==> src/hdl/dynamic_priority_scheduler_macros.svh <==
// Assertion macros used by the scheduler top level.
`ifndef DYNAMIC_PRIORITY_SCHEDULER_MACROS_SVH
`define DYNAMIC_PRIORITY_SCHEDULER_MACROS_SVH

// Check that cond_a implies cond_b in the same cycle.
`define DPS_ASSERT_NOW(label, clk, rst_n, cond_a, cond_b) \
    label: assert property (@(posedge clk) disable iff (!rst_n) (cond_a) |-> (cond_b)) \
        else $error("scheduler check failed: same-cycle implication");

// Check that cond_a implies cond_b in the next cycle.
`define DPS_ASSERT_NEXT(label, clk, rst_n, cond_a, cond_b) \
    label: assert property (@(posedge clk) disable iff (!rst_n) (cond_a) |=> (cond_b)) \
        else $error("scheduler check failed: next-cycle implication");

`endif

==> src/hdl/dps_pkg.sv <==
// Shared constants and types of the dynamic priority scheduler.
package dps_pkg;

    localparam int SLOTS  = 16;
    localparam int SLOT_W = (SLOTS > 1) ? $clog2(SLOTS) : 1;
    localparam int IDX_W  = 4;
    localparam int TIME_W = 16;
    localparam int PRIO_W = 16;

    localparam logic signed [PRIO_W-1:0] PRIO_MIN = -16'sd32767;

    localparam logic CMD_LOAD = 1'b0;
    localparam logic CMD_TICK = 1'b1;

    // Slot write broadcast to every cell (load or post-run update).
    typedef struct packed {
        logic                     en;
        logic [SLOT_W-1:0]        slot;
        logic [TIME_W-1:0]        remaining;
        logic signed [PRIO_W-1:0] prio;
        logic                     active;
    } t_wr;

    // Best candidate handed from cell to cell during a scan.
    typedef struct packed {
        logic                     valid;
        logic [SLOT_W-1:0]        slot;
        logic [TIME_W-1:0]        remaining;
        logic signed [PRIO_W-1:0] prio;
    } t_best;

endpackage

==> src/hdl/dynamic_priority_scheduler.sv <==
// Top level of the dynamic priority scheduler: command handling, scan control and result word.
// A row of SLOTS identical cells holds the task table (remaining time, signed priority,
// active mark). A load word writes one slot in the cycle it is accepted and yields no
// result; a load of zero time leaves the slot inactive, a start priority of -32768 is
// stored as -32767. A tick word sends a scan token down the row: each cycle one cell
// compares its task against the best candidate handed in by its neighbor, so the winner
// (highest priority, lowest slot on ties) emerges at the end of the row and is captured.
// The update state then runs the winner one step (time and priority drop by one, priority
// floors at -32767) and registers the result word. A load leaves the block idle and ready
// for the next word; a tick takes no new word until its result is registered, the scan
// length being set by the length of the cell row. The result register frees the input
// side: a new word is accepted while the previous result still waits on the output, and
// a tick only stalls in its update step if that earlier result has not yet been taken.
`include "dynamic_priority_scheduler_macros.svh"

module dynamic_priority_scheduler (
    input  logic                              i_clk,
    input  logic                              i_rst_n,
    input  logic                              i_in_valid,
    output logic                              o_in_ready,
    input  logic                              i_command,
    input  logic [dps_pkg::IDX_W-1:0]         i_slot,
    input  logic [dps_pkg::TIME_W-1:0]        i_burst_time,
    input  logic signed [dps_pkg::PRIO_W-1:0] i_start_priority,
    output logic                              o_out_valid,
    input  logic                              i_out_ready,
    output logic                              o_ran_valid,
    output logic [dps_pkg::IDX_W-1:0]         o_ran_slot,
    output logic [dps_pkg::TIME_W-1:0]        o_time_left,
    output logic signed [dps_pkg::PRIO_W-1:0] o_priority_now,
    output logic                              o_finished
);

    typedef enum logic [1:0] {
        S_IDLE,
        S_SCAN,
        S_UPDATE
    } t_state;

    t_state r_state, n_state;

    // Candidate captured at the end of the row
    dps_pkg::t_best r_best, n_best;

    // Result word register
    logic                              r_out_valid, n_out_valid;
    logic                              r_ran_valid, n_ran_valid;
    logic [dps_pkg::IDX_W-1:0]         r_ran_slot, n_ran_slot;
    logic [dps_pkg::TIME_W-1:0]        r_time_left, n_time_left;
    logic signed [dps_pkg::PRIO_W-1:0] r_prio_now, n_prio_now;
    logic                              r_finished, n_finished;

    logic                              w_in_acc;
    logic                              w_out_free;
    logic                              w_load_ok;
    logic [dps_pkg::TIME_W-1:0]        w_run_time;
    logic signed [dps_pkg::PRIO_W-1:0] w_run_prio;
    logic signed [dps_pkg::PRIO_W-1:0] w_load_prio;
    dps_pkg::t_wr                      w_wr;

    logic [dps_pkg::SLOTS:0] w_tok;
    dps_pkg::t_best          w_best [dps_pkg::SLOTS+1];

    assign o_in_ready = (r_state == S_IDLE);
    assign w_in_acc   = i_in_valid && o_in_ready;
    assign w_out_free = !r_out_valid || i_out_ready;

    // Launch the scan token with the tick; the row starts from an empty candidate
    assign w_tok[0]  = w_in_acc && (i_command == dps_pkg::CMD_TICK);
    assign w_best[0] = '{valid: 1'b0, slot: '0, remaining: '0, prio: '0};

    for (genvar g = 0; g < dps_pkg::SLOTS; g++) begin : g_cell
        dps_cell u_cell (
            .i_clk   (i_clk),
            .i_rst_n (i_rst_n),
            .i_idx   (dps_pkg::SLOT_W'(g)),
            .i_wr    (w_wr),
            .i_tok   (w_tok[g]),
            .i_best  (w_best[g]),
            .o_tok   (w_tok[g+1]),
            .o_best  (w_best[g+1])
        );
    end

    // Run the chosen task one step: drop time, drop priority down to the floor
    assign w_run_time = (r_best.remaining != '0) ? (r_best.remaining - 1'b1)
                                                 : r_best.remaining;
    assign w_run_prio = (r_best.prio > dps_pkg::PRIO_MIN)
                      ? (r_best.prio - dps_pkg::PRIO_W'(1))
                      : r_best.prio;

    // Clamp the most negative code to the floor on load
    assign w_load_prio = (i_start_priority < dps_pkg::PRIO_MIN) ? dps_pkg::PRIO_MIN
                                                                : i_start_priority;
    assign w_load_ok   = (32'(i_slot) < dps_pkg::SLOTS);

    // Slot write: a load in idle, or the write-back of the task that ran
    always_comb begin
        w_wr = '{en: 1'b0, slot: '0, remaining: '0, prio: '0, active: 1'b0};
        if (w_in_acc && (i_command == dps_pkg::CMD_LOAD) && w_load_ok) begin
            w_wr.en        = 1'b1;
            w_wr.slot      = dps_pkg::SLOT_W'(i_slot);
            w_wr.remaining = i_burst_time;
            w_wr.prio      = w_load_prio;
            w_wr.active    = (i_burst_time != '0);
        end else if ((r_state == S_UPDATE) && w_out_free && r_best.valid) begin
            w_wr.en        = 1'b1;
            w_wr.slot      = r_best.slot;
            w_wr.remaining = w_run_time;
            w_wr.prio      = w_run_prio;
            w_wr.active    = (w_run_time != '0);
        end
    end

    always_comb begin
        n_state     = r_state;
        n_best      = r_best;
        n_out_valid = r_out_valid && !i_out_ready;
        n_ran_valid = r_ran_valid;
        n_ran_slot  = r_ran_slot;
        n_time_left = r_time_left;
        n_prio_now  = r_prio_now;
        n_finished  = r_finished;
        unique case (r_state)
            S_IDLE: begin
                if (w_in_acc && (i_command == dps_pkg::CMD_TICK)) begin
                    n_state = S_SCAN;
                end
            end
            S_SCAN: begin
                // hold the winner once the token leaves the last cell
                if (w_tok[dps_pkg::SLOTS]) begin
                    n_best  = w_best[dps_pkg::SLOTS];
                    n_state = S_UPDATE;
                end
            end
            S_UPDATE: begin
                if (w_out_free) begin
                    n_out_valid = 1'b1;
                    n_state     = S_IDLE;
                    if (r_best.valid) begin
                        n_ran_valid = 1'b1;
                        n_ran_slot  = dps_pkg::IDX_W'(r_best.slot);
                        n_time_left = w_run_time;
                        n_prio_now  = w_run_prio;
                        n_finished  = (w_run_time == '0);
                    end else begin
                        n_ran_valid = 1'b0;
                        n_ran_slot  = '0;
                        n_time_left = '0;
                        n_prio_now  = '0;
                        n_finished  = 1'b0;
                    end
                end
            end
            default: begin
                n_state = S_IDLE;
            end
        endcase
    end

    always_ff @(posedge i_clk) begin
        if (!i_rst_n) begin
            r_state     <= S_IDLE;
            r_out_valid <= 1'b0;
        end else begin
            r_state     <= n_state;
            r_out_valid <= n_out_valid;
        end
        r_best      <= n_best;
        r_ran_valid <= n_ran_valid;
        r_ran_slot  <= n_ran_slot;
        r_time_left <= n_time_left;
        r_prio_now  <= n_prio_now;
        r_finished  <= n_finished;
    end

    assign o_out_valid    = r_out_valid;
    assign o_ran_valid    = r_ran_valid;
    assign o_ran_slot     = r_ran_slot;
    assign o_time_left    = r_time_left;
    assign o_priority_now = r_prio_now;
    assign o_finished     = r_finished;

    // At most one scan in flight along the row
    `DPS_ASSERT_NOW(a_one_token, i_clk, i_rst_n, 1'b1, $onehot0(w_tok))
    // The token only leaves the row while a scan is pending
    `DPS_ASSERT_NOW(a_tok_in_scan, i_clk, i_rst_n, w_tok[dps_pkg::SLOTS], r_state == S_SCAN)
    // The end of the row always hands over to the update step
    `DPS_ASSERT_NEXT(a_scan_done, i_clk, i_rst_n,
        (r_state == S_SCAN) && w_tok[dps_pkg::SLOTS], r_state == S_UPDATE)
    // A finished task reports no time left
    `DPS_ASSERT_NOW(a_finish_zero, i_clk, i_rst_n,
        o_out_valid && o_finished, o_ran_valid && (o_time_left == '0))

endmodule

==> src/hdl/dps_cell.sv <==
// One task slot of the scheduler: stored task state and one compare stage.
module dps_cell (
    input  logic                       i_clk,
    input  logic                       i_rst_n,
    input  logic [dps_pkg::SLOT_W-1:0] i_idx,
    input  dps_pkg::t_wr               i_wr,
    input  logic                       i_tok,
    input  dps_pkg::t_best             i_best,
    output logic                       o_tok,
    output dps_pkg::t_best             o_best
);

    logic [dps_pkg::TIME_W-1:0]        r_rem;
    logic signed [dps_pkg::PRIO_W-1:0] r_prio;
    logic                              r_act;
    logic                              r_tok;
    dps_pkg::t_best                    r_best;
    dps_pkg::t_best                    n_best;
    logic                              w_hit;
    logic                              w_take;

    assign w_hit  = i_wr.en && (i_wr.slot == i_idx);
    // strictly greater keeps the lower slot on ties
    assign w_take = r_act && (!i_best.valid || (r_prio > i_best.prio));

    always_comb begin
        if (w_take) begin
            n_best = '{valid: 1'b1, slot: i_idx, remaining: r_rem, prio: r_prio};
        end else begin
            n_best = i_best;
        end
    end

    always_ff @(posedge i_clk) begin
        if (!i_rst_n) begin
            r_act <= 1'b0;
            r_tok <= 1'b0;
        end else begin
            r_tok <= i_tok;
            if (w_hit) begin
                r_act <= i_wr.active;
            end
        end
        if (w_hit) begin
            r_rem  <= i_wr.remaining;
            r_prio <= i_wr.prio;
        end
        if (i_tok) begin
            r_best <= n_best;
        end
    end

    assign o_tok  = r_tok;
    assign o_best = r_best;

endmodule
==> config.mk <==
export PLATFORM = sky130hd
export DESIGN_NAME = dynamic_priority_scheduler
export DESIGN_NICKNAME = d
export VERILOG_FILES = /design/src/hdl/dps_pkg.sv /design/src/hdl/dynamic_priority_scheduler.sv /design/src/hdl/dps_cell.sv
export VERILOG_INCLUDE_DIRS = /design/src /design/src/hdl
export SDC_FILE = /design/constraint.sdc
export NUM_CORES = 1
export LEC_CHECK = 0
export ABC_CLOCK_PERIOD_IN_PS = 12100
export BUFFER_PORTS_ARGS = -buffer_cell sky130_fd_sc_hd__buf_2
export CAP_MARGIN = 5
export CORE_MARGIN = 8
export CORE_UTILIZATION = 40
export CTS_CLUSTER_DIAMETER = 30
export DETAILED_ROUTE_END_ITERATION = 12
export PLACE_DENSITY_LB_ADDON = 0.2
export SYNTH_ARGS = -nofsm -noshare
export SYNTH_HDL_FRONTEND = slang
export SYNTH_HIERARCHICAL = 1
export SYNTH_SLANG_ARGS = --single-unit
==> constraint.sdc <==
create_clock -name i_clk -period 12.1 [get_ports i_clk]
set_input_delay 2.42 -clock i_clk [delete_from_list [all_inputs] [get_ports i_clk]]
set_output_delay 2.42 -clock i_clk [all_outputs]
set_load 0.005 [all_outputs]
==> results.md, run 1 <==
- The flow ran to the end, and the final reports show no timing, DRC or antenna violations.
- 81 I/O pins were placed.
- The total leakage power is ~26 nW.
- The clock tree from TritonCTS is built.
- The die extent in y is 387 um.
- The HPWL reported at the end of detailed placement is between 70000 and 80000 um.
- The routed wire length per instance is between 15 and 20 um.
- The synthesized design contains ~1200 register bits.
- The category of the worst setup path capture point is a flip-flop.
- After synthesis the cells add up to between 50000 and 60000 um^2.
- The final number of max-transition violations is 0.
- The first global-routing pass estimated 166000 um of wire.
- The final cycle utilization of the critical path is 46.8%.
- Across all layers, the routed design uses roughly 28000 vias.
- Each instance of the synthesized netlist takes up on average ~17 um^2.
- Buffers inserted during clock tree synthesis total 293.
- The number of instances on the worst hold path is 0.
- The sum of negative setup slack is 0 ps.
- The total power divided by cell area is 182 nW/um^2.
- Using the TritonRoute via totals, the vias-per-cell ratio works out to just under 5.
- Counting along the longest clock path gives a buffer depth of 4.
- Once the floorplan was initialized, standard cells occupied 40.2% of the core.
- Post-CTS repair changed the size of 0 cells.
- The cell area after placement is 58500 um^2.
- The cell count after placement is 5359.
- After technology mapping, the gate count stands at 3276.
- The startpoint type of the worst setup path is an input pin.
- The total clock sinks is between 1000 and 1500.
- In this run the horizontal extent of the chip is 387 um.
- The number of warnings issued by yosys is 6.
- After clock tree synthesis, the clock-pin slew on the worst setup and hold paths is 50 ps.
- The final cell utilization of the core is 49.8%.
- Setup repair after global routing left no endpoint under its margin.
- The maximum level of the CTS H-tree is 5.
- The maximum clock rate is between 150 and 200 MHz.
- The site row count is 136.
- For the pin with the worst max-slew slack, the measured transition is 1230 ps.
- The via count of the first global-routing pass is 30200.
- The netlist uses 66 different library cells.
- The clock latency on the worst-skew pair is 850 ps.
- The initial detailed-routing violation count is between 1000 and 1500.
- Along the worst path, the maximum fanout reaches 40.
- Global routing consumed, over all layers together, between 10% and 20% of the routing resources.
- The layout overhead on the synthesized area is 24.0%.
- In the final design database the tool counted 4163 nets.
- For this design, the CTS-stage hold fixing added 0 buffers.
- The tightest min-delay check is of the reg2reg type.
- The final standard cell count with taps included and fillers excluded is 5869.
- The worst supply voltage drop on vdd is 110 uV.
- The remaining antenna violation count is 0.
- Entering global routing, the biggest net connects 41 pins.
- Before antenna repair, the detailed router went through 7 iterations.
- The most used flip-flop cell after synthesis is edfxtp_1.
- The setup path with the least slack is of type in2reg.
- Buffers placed on the I/O ports in this run total 80.
- The final setup violation count is 0.
- The initial antenna violation count was 0.
- Sorting the synthesized cells by area gives the leading types as edfxtp_1 (64%), mux2_4 (13%), ha_1 (5.9%).
- The root cell of the clock tree is clkbuf_16.
- The routed wire length is 105000 um.
- Summing all non-filler instances in the final layout gives an area of ~68000 um^2.
- For this run, design rule violations remaining after detail routing come to 0.
- The library cell occupying the most area in the post-synthesis netlist is edfxtp_1.
- The count of flip-flops with a built-in enable after synthesis is 1179.
- STA puts the critical path data required time at 12800 ps.
- The async set-or-reset flop fraction in the synthesized netlist is 0%.
- The number of setup buffers added after CTS is 0.
- At the worst endpoint, the arrival time is ~6400 ps.
- The final number of hold-violating endpoints is 0.
- The die covers 150000 um^2.
- The total area inside the core boundary comes to 137000 um^2.
- The layout cell share with drive strength beyond 1 is 31.8%.
- Counting cells, the worst reg-to-reg path comes to 9.
- The worst clock skew is 55.2 ps.
- The total overflow left after global routing is 0.
- Sequential cells were found to cover 65.6% of the synthesized design area.
- The max-slew headroom at the worst pin is 18.2%.
- At the end of routability-driven placement, the weighted congestion stood at approximately 0.81.
- Of the post-synthesis cell area, the dominant cell type holds approximately 64%.
- The max capacitance violation total is 0.
- The smallest clock period supported by the final layout is computed as 5660 ps.
==> path summary, 6_finish.rpt <==
kind	slack [ps]	startpoint	end
worst max-delay path	6440	i_out_ready	g_cell[3].u_cell/r_act
worst min-delay path	410	g_cell[15].u_cell/o_best[25]	r_best[25]
worst max register to register	7650	r_state[0]	g_cell[3].u_cell/r_act
worst min register to register	410	g_cell[15].u_cell/o_best[25]	r_best[25]
==> where the power goes <==
group / internal, mW / switching, mW
clock: 5.32 / 2.27
sequential: 4.62 / 0.0141
combinational: 0.0766 / 0.121
total: 10.0 / 2.41
==> stage by stage <==
step / total power [mW] / setup slack [ps] / hold WS (ps)
after floorplan: 4.83 / 2250 / 400
after global placement: 4.90 / 5750 / 401
after detailed placement: 4.90 / 5580 / 405
after CTS: 12.6 / 6470 / 413
after global routing: 12.8 / 6130 / 417
final: 12.4 / 6440 / 411
==> cells in the mapped netlist (all sizes together) (11+ instances only) <==
cell    count
a21o       17
a21oi      97
a222oi     16
a311oi     14
a31oi      28
and2       27
buf        50
dfxtp      35
edfxtp   1179
ha        261
inv       315
mux2      579
mux2i      31
nand2     105
nand3      40
nand3b     16
nand4      52
nor2       85
nor2b      48
nor3       18
nor4       28
nor4b      18
o21ai      68
o221ai     15
o22ai      17
or2        16
xnor2      11
xor2       24
==> cells by family (layout without fill, tap and decap cells) <==
group	count (synthesis)	after routing	share of synthesized area (%)
buffers and inverters	375	977	3.29
xor gates and xnor gates	35	35	0.557
other	2	199	0.0136
and+or+nand+nor	481	481	5.14
DFF	1214	1214	65.6
muxes	610	610	16.0
AOI/OAI and AO/OA	298	298	3.43
adders and majority gates	261	261	5.94
==> per-layer routing <==
layer / global-route usage, % / share of wire, % / vias to the layer above / wire (um)
met5: 0 / 0 / - / 0
met4: 6.05 / 3.5 / 0 / 3700
met3: 2.93 / 4.4 / 289 / 4660
met2: 25.3 / 52 / 632 / 54500
met1: 15.6 / 40 / 13900 / 42300
li1: - / - / 13600 / -
==> layout make-up <==
type,instances,area (um^2)
repair buffers,154,976
clock buffers,341,7770
diodes,1,2.50
clock inverters,167,1900
well taps,1794,2240
flip-flops and latches,1214,36100
inverters,315,1180
multi-input cells,1883,18000
fillers,11300,68800
==> cells in the final DEF (no fill, tap or decap), types with 37 or more instances in the layout <==
cell type  Yosys  layout
edfxtp_1    1179    1179
mux2_4       481     481
inv_1        314     314
clkbuf_16      0     302
ha_1         261     261
conb_1         2     198
nand2_1      105     105
mux2_2        98      98
a21oi_1       96      96
nor2_1        85      85
buf_2          0      80
buf_4          0      73
nor2b_1       48      47
clkinv_2       0      45
nand3_1       40      40
o21ai_0       48      37
==> flip-flops by register name (all words and copies together) (netlist names) <==
name                  cells
g_cell.u_cell/r_act      16
o_out_valid               1
o_time_left              16
g_cell.u_cell/r_rem     256
o_ran_slot                4
g_cell.u_cell/o_tok      16
g_cell.u_cell/r_prio    256
o_finished                1
r_state                   2
o_priority_now           16
r_best                   37
g_cell.u_cell/o_best    592
o_ran_valid               1
==> worst max-delay path, stage by stage <==
cell and delay [ps]:
buf_2 70, nand2b_1 120, nor2b_4 890, and2_1 460, a22o_1 1010, o21ai_0 230, nor4b_2 260, buf_4 530
mux2i_1 250, nor2b_1 60
No activity file was read; power rests on OpenSTA's default activity.
==> run 2: changes to the inputs <==
--- a/config.mk
+++ b/config.mk
@@ -6,7 +6,7 @@
 export SDC_FILE = /design/constraint.sdc
 export NUM_CORES = 1
 export LEC_CHECK = 0
-export ABC_CLOCK_PERIOD_IN_PS = 12100
+export ABC_CLOCK_PERIOD_IN_PS = 5300
 export BUFFER_PORTS_ARGS = -buffer_cell sky130_fd_sc_hd__buf_2
 export CAP_MARGIN = 5
 export CORE_MARGIN = 8
==> constraint.sdc (replaced) <==
create_clock -name i_clk -period 5.3 [get_ports i_clk]
set_input_delay 1.06 -clock i_clk [delete_from_list [all_inputs] [get_ports i_clk]]
set_output_delay 1.06 -clock i_clk [all_outputs]
set_load 0.005 [all_outputs]
==> run 2 against run 1 <==
  * First-iteration DRC count fell by 15%
  * Design area decreased by 0.34%
  * Global-route usage is 1.1 points lower
  * Die area is the same
  * Combinational power rose by 130%
  * Sequential share of layout area increased by 0.18 points
  * Sequential power is 130% higher
  * Non-clock buffer count rose by 5
  * Clock skew decreased by 17 ps
  * Routed wire length is 7.8% lower
  * Core utilization fell by 0.17 points
  * Cell count decreased by 0.22%
  * Critical path type is now reg2reg
==> results.md, run 2 (synthesis results as in run 1) <==
- The flow ran to the end, and the final reports show no timing, DRC or antenna violations.
- The library cell used most frequently in the layout, excluding fill and tap cells, is edfxtp_1.
- The final number of hold-violating endpoints was 0 (unchanged).
- The HPWL reported at the end of detailed placement is 68000 um (-3.7%).
- The arrival time of data at the critical path endpoint is 4300 ps (-2060 ps).
- The total leakage power was 26.0 nW (-0.47%).
- The net switching power was 5.31 mW (+120%).
- The maximum level of the CTS H-tree is 5 (unchanged).
- The number of setup buffers added after CTS is 0 (unchanged).
- The startpoint type of the worst setup path is a flip-flop.
- The number of top-level design ports is 81 (unchanged).
- The routed wire length per instance was 16.6 um (-7.6%).
- Setup repair after global routing left no endpoint under its margin.
- The clock latency on the worst-skew pair was 840 ps (about the same).
- The worst clock skew came to 38.7 ps (-16.5 ps).
- The site row count came to 136 (unchanged).
- The design area is 68000 um^2 (-0.34%).
- The library cells used most frequently in the layout, excluding fill and tap cells, are edfxtp_1 (1179), mux2_4 (481), inv_1 (314).
- The remaining antenna violation count came to 0 (unchanged).
- The clock transition at the registers of the reported paths is 40 ps (about the same).
- The destination of the worst hold path is r_best[1].
- The remaining global-route overflow is 0 (unchanged).
- The number of nets in the layout is 4160 (-0.072%).
- The initial core utilization is 40.2% (unchanged).
- The worst supply voltage drop on vdd came to 315 uV (+190%).
- The layout cell share with drive strength beyond 1 was 31.2% (-0.64 points).
- The largest net degree at the start of global routing is 40 (-2.4%).
- The root cell of the clock tree is clkbuf_16.
- The maximum clock rate is 278 MHz.
- TritonCTS built the clock tree.
- The path class of the tightest hold or removal check is reg2reg.
- The worst register-to-register path ends at g_cell[2].u_cell/r_act.
- The post-cts repair resize count is 0 (unchanged).
- The hold buffer count at CTS is 0 (unchanged).
- The first-pass GRT wire length is 155000 um (-6.1%).
- The clock network fraction of total power is 60.2% (-0.9 points).
- The cell-internal power is 22.4 mW (+120%).
- The area enclosed by the die boundary is 150000 um^2 (unchanged).
- The ratio of routed vias to standard cells is 4.71 (-2.5%).
- The total track usage was 12.8% (-1.1 points).
- The share of power burned in combinational logic came to 1.7% (about the same).
- The measured slew at the worst slew-check pin is 1120 ps (-106 ps).
- The detailed-router iteration count before antenna repair is 5 (-2).
- The minimum setup slack among reg-to-reg paths is 1710 ps (-5940 ps).
- The initial detailed-routing violation count came to 1147 (-15%).
- The final setup violation count was 0 (unchanged).
- The initial antenna violation count is 0 (unchanged).
- The total clock sinks was 1214 (unchanged).
- The number of cells traversed by the worst register-to-register path is 10 (+1).
- The final period demand of the worst path is approximately 3600 ps.
- The routed wire length is 96900 um (-7.8%).
- STA classifies the critical path endpoint as a flip-flop.
- The critical register-to-register path startpoint is r_state[0].
- The total via count after detailed routing is 27600 (-2.8%).
- The layout overhead on the synthesized area is 23.5%.
- The highest net fanout along the worst path was 33 (-18%).
- The number of flip-flops in the largest register is 592 (unchanged).
- The critical path in this run is classified as reg2reg.
- The sum of negative setup slack is 0 ps (unchanged).
- The share of total power consumed by net switching is 19.1% (-0.25 points).
- The max-slew headroom at the worst pin is 23.7% (+5.5 points).
- The number of instances on the worst hold path is 0 (unchanged).
- The total power divided by cell area is 408 nW/um^2 (+120%).
- The final number of max-transition violations is 0 (unchanged).
- The max capacitance violation total is 0 (unchanged).
- The die outline width is 387 um (unchanged).
- The cell area after placement is 58700 um^2 (+0.27%).
- The via count of the first global-routing pass was 29400 (-2.7%).
- The number of buffers added by the clock tree synthesis step is 285 (-2.7%).
- Of the available clock period, the critical path in the final layout requires 67.8%.
- The clock tree buffer depth is 4 (unchanged).
- The sequential fraction of design power is 38.1% (+0.8 points).
- The die extent in y came to 387 um (unchanged).
- The area of the placeable core is 137000 um^2 (unchanged).
- The startpoint identified for the worst hold timing path is g_cell[15].u_cell/o_best[1].
- The number of buffers added on ports is 80 (unchanged).
- The global placer's final weighted congestion is 0.813 (-0.21%).
- The total DRC errors in the routed layout is 0 (unchanged).
- The required time of the critical path is 6010 ps (-6790 ps).
-- run 2: layout make-up --
type | count | area [um^2]
Clock buffer | 345 | 7640
Fill cell | 11400 | 69000
Antenna cell | 1 | 2.50
Inverter | 315 | 1180
Clock inverter | 145 | 1670
Tap cell | 1794 | 2240
Multi-Input combinational cell | 1883 | 18100
Timing Repair Buffer | 159 | 993
Sequential cell | 1214 | 36100
-- run 2: worst max-delay path, stage by stage, from the launching register on --
cell and delay [ps]:
dfxtp_1 370, nand2b_1 240, nor2b_4 130, and2_1 380, a22o_1 820, inv_1 130, a222oi_1 290, nor4b_4 270
buf_4 480, mux2i_1 240, nor2b_1 60
-- run 2: how the worst max path moves through the flow --
stage / cells after the start / from / slack [ps] / end
after global placement: 11 / i_out_ready / 1180 / g_cell[2].u_cell/r_act
final: 10 / r_state[0] / 1710 / g_cell[2].u_cell/r_act
after floorplan: 9 / i_out_ready / 400 / g_cell[10].u_cell/r_act
after detailed placement: 11 / i_out_ready / 1020 / g_cell[2].u_cell/r_act
after CTS: 8 / g_cell[8].u_cell/r_prio[15] / 1700 / g_cell[8].u_cell/o_best[20]
after global routing: 10 / r_state[1] / 1410 / g_cell[2].u_cell/r_act
-- run 2: per-layer routing --
layer	GRT usage (%)	share of wire [%]	wire length, um
met1	14.7	42	41100
met2	22.7	50	48700
met3	3.06	4.1	4000
met4	5.55	3.2	3110
met5	0	0	0
-- run 2: metrics by stage --
step	setup slack, ps	cells	hold WS (ps)	total power [mW]	utilization [%]
CTS	1700	5855	400	28.1	49.6
global route	1410	5855	417	28.7	49.6
floorplan	396	3472	400	11.0	-
finish	1710	5856	400	27.8	49.6
detailed placement	1020	5365	405	11.2	42.8
global placement	1180	5365	400	11.2	42.8
-- run 2: power groups by stage --
stage                     registers (mW)  clock network, mW  logic [mW]
final                               10.6               16.7       0.458
after global routing                10.6               17.6       0.514
after CTS                           10.6               17.1       0.464
after detailed placement            10.8                  0       0.461
after global placement              10.7                  0       0.453
after floorplan                     10.7                  0       0.302
